==> src/dadd_pkg.sv <==
// shared types, microcode codes and month table for the date adder
package dadd_pkg;

    // field widths
    localparam int DAY_W   = 5;
    localparam int MONTH_W = 4;
    localparam int YEAR_W  = 14;
    localparam int ADD_W   = 15;
    // running year may pass 16383 before truncation on output
    localparam int YACC_W  = 15;
    // day count: up to 366 days of year plus 32767 added days
    localparam int REM_W   = 16;
    localparam int PC_W    = 3;

    // year / 100 by reciprocal: q = (y * 5243) >> 19, exact below 16384
    localparam int RECIP_W      = 13;
    localparam logic [RECIP_W-1:0] RECIP_100 = 13'd5243;
    localparam int RECIP_SHIFT  = 19;
    localparam int QUOT_W       = 8;
    localparam int PROD_W       = YEAR_W + RECIP_W;
    localparam logic [6:0] CENTURY = 7'd100;
    localparam logic [6:0] LAST_OF_CENTURY = 7'd99;

    localparam logic [MONTH_W-1:0] JANUARY  = 4'd1;
    localparam logic [MONTH_W-1:0] FEBRUARY = 4'd2;
    localparam logic [MONTH_W-1:0] DECEMBER = 4'd12;

    // datapath operations
    localparam logic [2:0] OP_LOAD = 3'd0;
    localparam logic [2:0] OP_MUL  = 3'd1;
    localparam logic [2:0] OP_MOD  = 3'd2;
    localparam logic [2:0] OP_DOY  = 3'd3;
    localparam logic [2:0] OP_ADD  = 3'd4;
    localparam logic [2:0] OP_WALK = 3'd5;
    localparam logic [2:0] OP_EMIT = 3'd6;

    // branch conditions
    localparam logic [1:0] BR_ALWAYS = 2'd0;
    localparam logic [1:0] BR_START  = 2'd1;
    localparam logic [1:0] BR_MHIT   = 2'd2;
    localparam logic [1:0] BR_REMLE  = 2'd3;

    // program addresses
    localparam logic [PC_W-1:0] PC_IDLE = 3'd0;
    localparam logic [PC_W-1:0] PC_MUL  = 3'd1;
    localparam logic [PC_W-1:0] PC_MOD  = 3'd2;
    localparam logic [PC_W-1:0] PC_DOY  = 3'd3;
    localparam logic [PC_W-1:0] PC_ADD  = 3'd4;
    localparam logic [PC_W-1:0] PC_WALK = 3'd5;
    localparam logic [PC_W-1:0] PC_EMIT = 3'd6;

    // one control word
    typedef struct packed {
        logic [2:0]      op;
        logic [1:0]      cond;
        logic [PC_W-1:0] jt;
        logic [PC_W-1:0] jf;
    } t_ctrl;

    // datapath flags seen by the sequencer
    typedef struct packed {
        logic mhit;
        logic remle;
    } t_stat;

    // days in a month, month already in 1..12
    function automatic logic [DAY_W-1:0] f_month_len(
        input logic [MONTH_W-1:0] m,
        input logic               leap
    );
        logic [DAY_W-1:0] len;
        case (m)
            4'd2:    len = leap ? 5'd29 : 5'd28;
            4'd4:    len = 5'd30;
            4'd6:    len = 5'd30;
            4'd9:    len = 5'd30;
            4'd11:   len = 5'd30;
            default: len = 5'd31;
        endcase
        return len;
    endfunction

endpackage

==> src/dadd_seq.sv <==
// microcode sequencer: step counter, control rom and branch logic
module dadd_seq
    import dadd_pkg::*;
(
    input  logic  i_clk,
    input  logic  i_rst_n,
    input  logic  i_start,
    input  t_stat i_stat,
    output t_ctrl o_ctrl,
    output logic  o_busy
);

    logic [PC_W-1:0] r_pc;
    logic [PC_W-1:0] n_pc;
    t_ctrl           w_ctrl;
    logic            w_taken;

    // control rom
    always_comb begin
        case (r_pc)
            PC_IDLE: w_ctrl = '{op: OP_LOAD, cond: BR_START,  jt: PC_MUL,  jf: PC_IDLE};
            PC_MUL:  w_ctrl = '{op: OP_MUL,  cond: BR_ALWAYS, jt: PC_MOD,  jf: PC_MOD};
            PC_MOD:  w_ctrl = '{op: OP_MOD,  cond: BR_ALWAYS, jt: PC_DOY,  jf: PC_DOY};
            PC_DOY:  w_ctrl = '{op: OP_DOY,  cond: BR_MHIT,   jt: PC_ADD,  jf: PC_DOY};
            PC_ADD:  w_ctrl = '{op: OP_ADD,  cond: BR_ALWAYS, jt: PC_WALK, jf: PC_WALK};
            PC_WALK: w_ctrl = '{op: OP_WALK, cond: BR_REMLE,  jt: PC_EMIT, jf: PC_WALK};
            PC_EMIT: w_ctrl = '{op: OP_EMIT, cond: BR_ALWAYS, jt: PC_IDLE, jf: PC_IDLE};
            default: w_ctrl = '{op: OP_EMIT, cond: BR_ALWAYS, jt: PC_IDLE, jf: PC_IDLE};
        endcase
    end

    // branch condition select
    always_comb begin
        case (w_ctrl.cond)
            BR_ALWAYS: w_taken = 1'b1;
            BR_START:  w_taken = i_start;
            BR_MHIT:   w_taken = i_stat.mhit;
            BR_REMLE:  w_taken = i_stat.remle;
            default:   w_taken = 1'b1;
        endcase
        n_pc = w_taken ? w_ctrl.jt : w_ctrl.jf;
    end

    // step counter
    always_ff @(posedge i_clk) begin
        if (!i_rst_n) begin
            r_pc <= PC_IDLE;
        end else begin
            r_pc <= n_pc;
        end
    end

    assign o_ctrl = w_ctrl;
    assign o_busy = (r_pc != PC_IDLE);

endmodule

==> src/dadd_datapath.sv <==
// datapath: day counter, month and year counters, leap tracking
module dadd_datapath
    import dadd_pkg::*;
(
    input  logic               i_clk,
    input  logic               i_start,
    input  t_ctrl              i_ctrl,
    input  logic [DAY_W-1:0]   i_start_day,
    input  logic [MONTH_W-1:0] i_start_month,
    input  logic [YEAR_W-1:0]  i_start_year,
    input  logic [ADD_W-1:0]   i_days_to_add,
    output t_stat              o_stat,
    output logic [DAY_W-1:0]   o_day,
    output logic [MONTH_W-1:0] o_month,
    output logic [YEAR_W-1:0]  o_year
);

    logic [REM_W-1:0]   r_rem;
    logic [MONTH_W-1:0] r_month;
    logic [MONTH_W-1:0] r_smonth;
    logic [YACC_W-1:0]  r_year;
    logic [ADD_W-1:0]   r_add;
    logic [QUOT_W-1:0]  r_q;
    logic [6:0]         r_y100;
    logic [1:0]         r_c4;

    logic [PROD_W-1:0]  w_prod;
    logic [YEAR_W-1:0]  w_qx100;
    logic [YEAR_W-1:0]  w_ymod;
    logic               w_leap;
    logic [DAY_W-1:0]   w_len;
    logic [REM_W-1:0]   w_len_x;
    logic               w_mhit;
    logic               w_remle;
    logic [DAY_W-1:0]   w_day_in;
    logic [MONTH_W-1:0] w_month_in;

    // input clean-up: day 0 as 1, month 0 as January, above 12 as December
    always_comb begin
        w_day_in   = (i_start_day == '0) ? DAY_W'(1) : i_start_day;
        if (i_start_month == '0) begin
            w_month_in = JANUARY;
        end else if (i_start_month > DECEMBER) begin
            w_month_in = DECEMBER;
        end else begin
            w_month_in = i_start_month;
        end
    end

    // year / 100 and year mod 100
    assign w_prod  = r_year[YEAR_W-1:0] * RECIP_100;
    assign w_qx100 = YEAR_W'(r_q * CENTURY);
    assign w_ymod  = r_year[YEAR_W-1:0] - w_qx100;

    // leap: divisible by 4, and not by 100 unless by 400
    assign w_leap  = (r_year[1:0] == 2'd0) && ((r_y100 != 7'd0) || (r_c4 == 2'd0));
    assign w_len   = f_month_len(r_month, w_leap);
    assign w_len_x = REM_W'(w_len);
    assign w_mhit  = (r_month == r_smonth);
    assign w_remle = (r_rem <= w_len_x);

    // datapath registers
    always_ff @(posedge i_clk) begin
        case (i_ctrl.op)
            OP_LOAD: begin
                if (i_start) begin
                    r_rem    <= REM_W'(w_day_in);
                    r_month  <= JANUARY;
                    r_smonth <= w_month_in;
                    r_year   <= YACC_W'(i_start_year);
                    r_add    <= i_days_to_add;
                end
            end
            OP_MUL: begin
                r_q <= w_prod[RECIP_SHIFT +: QUOT_W];
            end
            OP_MOD: begin
                r_y100 <= w_ymod[6:0];
                r_c4   <= r_q[1:0];
            end
            OP_DOY: begin
                // add lengths of months before the start month
                if (!w_mhit) begin
                    r_rem   <= r_rem + w_len_x;
                    r_month <= r_month + MONTH_W'(1);
                end
            end
            OP_ADD: begin
                r_rem   <= r_rem + REM_W'(r_add);
                r_month <= JANUARY;
            end
            OP_WALK: begin
                // step one month, roll the year after december
                if (!w_remle) begin
                    r_rem <= r_rem - w_len_x;
                    if (r_month == DECEMBER) begin
                        r_month <= JANUARY;
                        r_year  <= r_year + YACC_W'(1);
                        if (r_y100 == LAST_OF_CENTURY) begin
                            r_y100 <= 7'd0;
                            r_c4   <= r_c4 + 2'd1;
                        end else begin
                            r_y100 <= r_y100 + 7'd1;
                        end
                    end else begin
                        r_month <= r_month + MONTH_W'(1);
                    end
                end
            end
            default: begin
            end
        endcase
    end

    assign o_stat.mhit  = w_mhit;
    assign o_stat.remle = w_remle;
    assign o_day   = r_rem[DAY_W-1:0];
    assign o_month = r_month;
    assign o_year  = r_year[YEAR_W-1:0];

endmodule

==> src/date_add_days.sv <==
// top level of the gregorian date adder
//
// Adds a day count to a Gregorian date. A word is taken at a rising edge
// where start is high and busy is low; busy then stays high until the
// result has been shown. The result appears on o_end_day, o_end_month and
// o_end_year for exactly one cycle, marked by o_valid; the receiver cannot
// stall it and must take it in that cycle.
//
// After the accepting edge the sequencer steps through its states in order:
// MUL and MOD split the year by 100, DOY adds the lengths of the months
// before the start month, ADD adds the day count, WALK walks month by
// month, one month per cycle through the shared month-length lookup, and
// EMIT shows the result. Only one word is in flight at a time; busy drops
// in the cycle after o_valid, so a new word can be taken then.
//
// Reset (synchronous, active low) returns the sequencer to idle; any word in
// progress is dropped and no result is produced for it.
module date_add_days
    import dadd_pkg::*;
(
    input  logic               i_clk,
    input  logic               i_rst_n,
    input  logic               start,
    output logic               busy,
    input  logic [DAY_W-1:0]   i_start_day,
    input  logic [MONTH_W-1:0] i_start_month,
    input  logic [YEAR_W-1:0]  i_start_year,
    input  logic [ADD_W-1:0]   i_days_to_add,
    output logic               o_valid,
    output logic [DAY_W-1:0]   o_end_day,
    output logic [MONTH_W-1:0] o_end_month,
    output logic [YEAR_W-1:0]  o_end_year
);

    t_ctrl w_ctrl;
    t_stat w_stat;

    // sequencer
    dadd_seq u_seq (
        .i_clk   (i_clk),
        .i_rst_n (i_rst_n),
        .i_start (start),
        .i_stat  (w_stat),
        .o_ctrl  (w_ctrl),
        .o_busy  (busy)
    );

    // datapath
    dadd_datapath u_dp (
        .i_clk         (i_clk),
        .i_start       (start),
        .i_ctrl        (w_ctrl),
        .i_start_day   (i_start_day),
        .i_start_month (i_start_month),
        .i_start_year  (i_start_year),
        .i_days_to_add (i_days_to_add),
        .o_stat        (w_stat),
        .o_day         (o_end_day),
        .o_month       (o_end_month),
        .o_year        (o_end_year)
    );

    // result strobe
    assign o_valid = (w_ctrl.op == OP_EMIT);

    // checks
    a_valid_then_idle: assert property (@(posedge i_clk) disable iff (!i_rst_n)
        o_valid |=> !busy)
        else $error("sequencer not idle after result");

    a_accept_busy: assert property (@(posedge i_clk) disable iff (!i_rst_n)
        (start && !busy) |=> busy)
        else $error("accepted word did not raise busy");

    a_valid_month: assert property (@(posedge i_clk) disable iff (!i_rst_n)
        o_valid |-> (o_end_month >= JANUARY) && (o_end_month <= DECEMBER))
        else $error("result month out of range");

    a_valid_day: assert property (@(posedge i_clk) disable iff (!i_rst_n)
        o_valid |-> (o_end_day != '0))
        else $error("result day is zero");

endmodule
==> config.mk <==
export PLATFORM = sky130hd
export DESIGN_NAME = date_add_days
export DESIGN_NICKNAME = d
export VERILOG_FILES = /design/src/dadd_pkg.sv /design/src/dadd_seq.sv /design/src/dadd_datapath.sv /design/src/date_add_days.sv
export SDC_FILE = /design/constraint.sdc
export NUM_CORES = 1
export LEC_CHECK = 0
export BUFFER_PORTS_ARGS = -buffer_cell sky130_fd_sc_hd__buf_2
export CORE_MARGIN = 2
export CORE_UTILIZATION = 45
export DETAILED_ROUTE_END_ITERATION = 7
export HOLD_SLACK_MARGIN = 0.02
export MAX_ROUTING_LAYER = met4
export SLEW_MARGIN = 5
export SYNTH_ARGS = -nofsm -noshare
export SYNTH_HDL_FRONTEND = slang
export SYNTH_SLANG_ARGS = --single-unit
==> constraint.sdc <==
create_clock -name i_clk -period 11.55 [get_ports i_clk]
set_input_delay 3.465 -clock i_clk [delete_from_list [all_inputs] [get_ports i_clk]]
set_output_delay 3.465 -clock i_clk [all_outputs]
set_load 0.1 [all_outputs]
==> flow_summary_export.csv <==
group,metric,value,unit
sta,final.setup.tns,0,ps
global_routing,grt_usage,20.7,%
logic_synthesis,syn_area,0.00790,mm2
global_routing,grt_util_met2,29.7,%
logic_synthesis,syn_nets,1028,
critical_path,cp.arrival,1790,ps
global_routing,use_met3,2.91,%
logic_synthesis,netlist_instances,795,
logic_synthesis,synth_ff_type,"edfxtp_1",
critical_path,endpoint,"o_valid",
logic_synthesis,async_reset_ff_share,0,%
routing,drt_pass1_iterations,5,
global_routing,antenna_found_initial,0,
sta,max_freq,190,MHz
critical_path,r2r_end,"u_dp.r_q[4]",
clock_tree,h-tree-depth,3,
logic_synthesis,synth_top_area_share,25.5,%
logic_synthesis,yosysTopAreaCell,"edfxtp_1",
clock_tree,postCtsHoldBufs,0,
placed_design,placed_area,0.00842,mm2
run_status,outcome,"finished clean",
global_routing,grt_max_degree,52,
final_layout,diodes,0,
critical_path,r2r_start,"u_dp.r_year[6]",
critical_path,worstPathMaxFanout,20,
clock_tree,cts_post_setup_buffers_inserted,0,
power_and_ir_drop,powerDensity,195,mW/mm2
final_layout,area_delta_synth_final,10.9,%
routing,drt_iter0_drc,427,
sta,slew_headroom,34.0,%
global_routing,met1_usage,30.7,%
power_and_ir_drop,vdd_drop_max,0.190,mV
clock_tree,cts_tree,"built",
routing,vias_per_cell,5.20,
routing,drc,0,
routing,wl_per_cell,16.0,um
clock_tree,clock_latency,350,ps
sta,finalSetupViolations,0,
global_routing,top_usage_layer,"met1",
sta,layout_setup_ws,6300,ps
logic_synthesis,seq_area_frac_synth,26.2,%
clock_tree,clkSinkCount,70,
critical_path,path_cells,"and2_1 > buf_2",
logic_synthesis,yosysWarnings,0,
logic_synthesis,ys_seq_elements,70,
global_routing,grt_pass1_wl,28.8,mm
floorplanning,die_y,136,um
clock_tree,clockBufferDepth,2,
routing,via_count,5629,
flow_run,drv_cap,0,
floorplanning,coreArea,0.0172,mm2
global_routing,grt_overflow_total,0,
floorplanning,fp.dieArea,0.0186,mm2
critical_path,slowest_delay,730,ps
sta,tightest_slew,990,ps
placed_design,numPortBuffers,65,
sta,period_needed,5250,ps
clock_tree,clk_pin_slew,50,ps
final_layout,final_area,0.00876,mm2
power_and_ir_drop,leakage,0.00415,uW
critical_path,crit_type,"reg -> out",
logic_synthesis,synth.most_common_cell,"inv_1",
sta,period_share,45.5,%
floorplanning,num_rows,48,
clock_tree,numCtsBuffers,9,
sta,hold_violations,0,
critical_path,slowest_stage,"dfxtp_1",
final_layout,drive_gt1_share,10.4,%
critical_path,crit_start,"u_seq.r_pc[2]",
critical_path,r2r_cells,16,
power_and_ir_drop,power,1700,uW
global_routing,grt_pass1_vias,5483,
sta,rsz0062_at_grt,"no",
clock_tree,cts-root-buf,"clkbuf_16",
routing,routed_wl,17.3,mm
logic_synthesis,synth_enable_flop_cells,67,
logic_synthesis,post_synth.cell_area_avg,9.93,um2
placed_design,dp_hpwl,13.9,mm
critical_path,endpoint_kind,"output pin",
sta,skew,7.05,ps
logic_synthesis,synthTopCellsByArea,"edfxtp_1 (25%), ha_1 (20%), fa_1 (16%)",
floorplanning,die_w,136,um
floorplanning,start_util,45.8,%
logic_synthesis,yosysUniqueCellTypes,60,
placed_design,gp_congestion,0.818,
sta,drv_slew,0,
hold_path,hp-class,"reg -> reg",
logic_synthesis,synthTopCellsByCount,"inv_1 (142), ha_1 (127), edfxtp_1 (67), fa_1 (65), nand2_1 (57)",
placed_design,pre_cts_ws,6530,ps
critical_path,crit_required,8090,ps
routing,ant_nets,0,
floorplanning,num_io_pins,66,
critical_path,reg2reg_slack,6620,ps
final_layout,final_nets,1086,
clock_tree,post_cts_resized,0,
critical_path,crit_path_start_kind,"flip-flop",
==> worst min path at each step <==
stage	startpoint	to	slack [ps]	cells after the start
6_report	u_dp.r_c4[0]	u_dp.r_c4[0]	600	1
4_1_cts	u_dp.r_c4[0]	u_dp.r_c4[0]	600	1
2_1_floorplan	u_dp.r_c4[0]	u_dp.r_c4[0]	560	1
5_1_grt	u_dp.r_c4[0]	u_dp.r_c4[0]	640	1
3_3_place_gp	u_dp.r_c4[0]	u_dp.r_c4[0]	590	1
3_5_place_dp	u_dp.r_c4[0]	u_dp.r_c4[0]	590	1
==> state kept, by name, indices dropped and copies added (netlist names) <==
name           count
u_dp.r_rem        16
u_dp.r_add        15
u_dp.r_year       14
u_dp.r_y100        7
u_dp.r_q           5
u_dp.o_month       4
u_dp.r_smonth      4
u_seq.r_pc         3
u_dp.r_c4          2
==> layout make-up <==
cell class,count,area (um2)
Sequential cell,70,2070
Timing Repair Buffer,69,355
Clock buffer,11,233
Fill cell,1620,8480
Tap cell,225,282
Multi-Input combinational cell,561,5180
Clock inverter,5,106
Inverter,142,533
==> kinds of logic after synthesis <==
| group | share of synthesized area [%] |
|---|---|
| adders and majority gates | 36.6 |
| buffers and inverters | 8.21 |
| DFF | 26.2 |
| AOI/OAI and AO/OA | 10.4 |
| and+or+nand+nor | 11.7 |
| xor gates and xnor gates | 6.54 |
| muxes | 0.253 |
==> critical path: cells and delay by family, from the launching register on <==
family | cells | cell delay (ps)
DFF | 1 | 730
and+or+nand+nor | 1 | 270
buffers and inverters | 1 | 440
==> power breakdown <==
group | internal, uW | switching (uW)
registers | 336 | 41.8
logic | 427 | 578
clock network | 212 | 110
total | 974 | 730
==> placed cells by master (no fill, tap or decap), drive strengths merged, types with 3 or more instances in the layout <==
cell type and n:
nand2 58, dfxtp 3, o32ai 3, nor2b 4, nor3b 3, nand4 7, a21oi 29, and3 19
bufinv 3, xnor2 38, a31oi 5, o21ai 31, a21o 8, o21a 7, buf 69, o221ai 4
a21boi 4, xor2 21, and2 5, edfxtp 67, fa 65, o211ai 7, nor3 13, nor2 31
clkbuf 11, nand2b 8, nand3 19, o22ai 12, ha 127, inv 143, or3 3
==> metal layers <==
layer / part of all wire, % / up-vias
met1: 51 / 2678
met3: 4.0 / 13
li1: - / 2821
met4: 1.4 / 0
met2: 44 / 117
met5: 0 / -
==> through the flow <==
stage          std cells  util, %  hold slack [ps]
4_1_cts             1083     50.8              599
3_5_place_dp        1067     48.8              592
2_1_floorplan        795        -              564
6_report            1083     50.8              595
3_3_place_gp        1067     48.8              590
5_1_grt             1083     50.8              636
(Power assumes the default switching activity.)
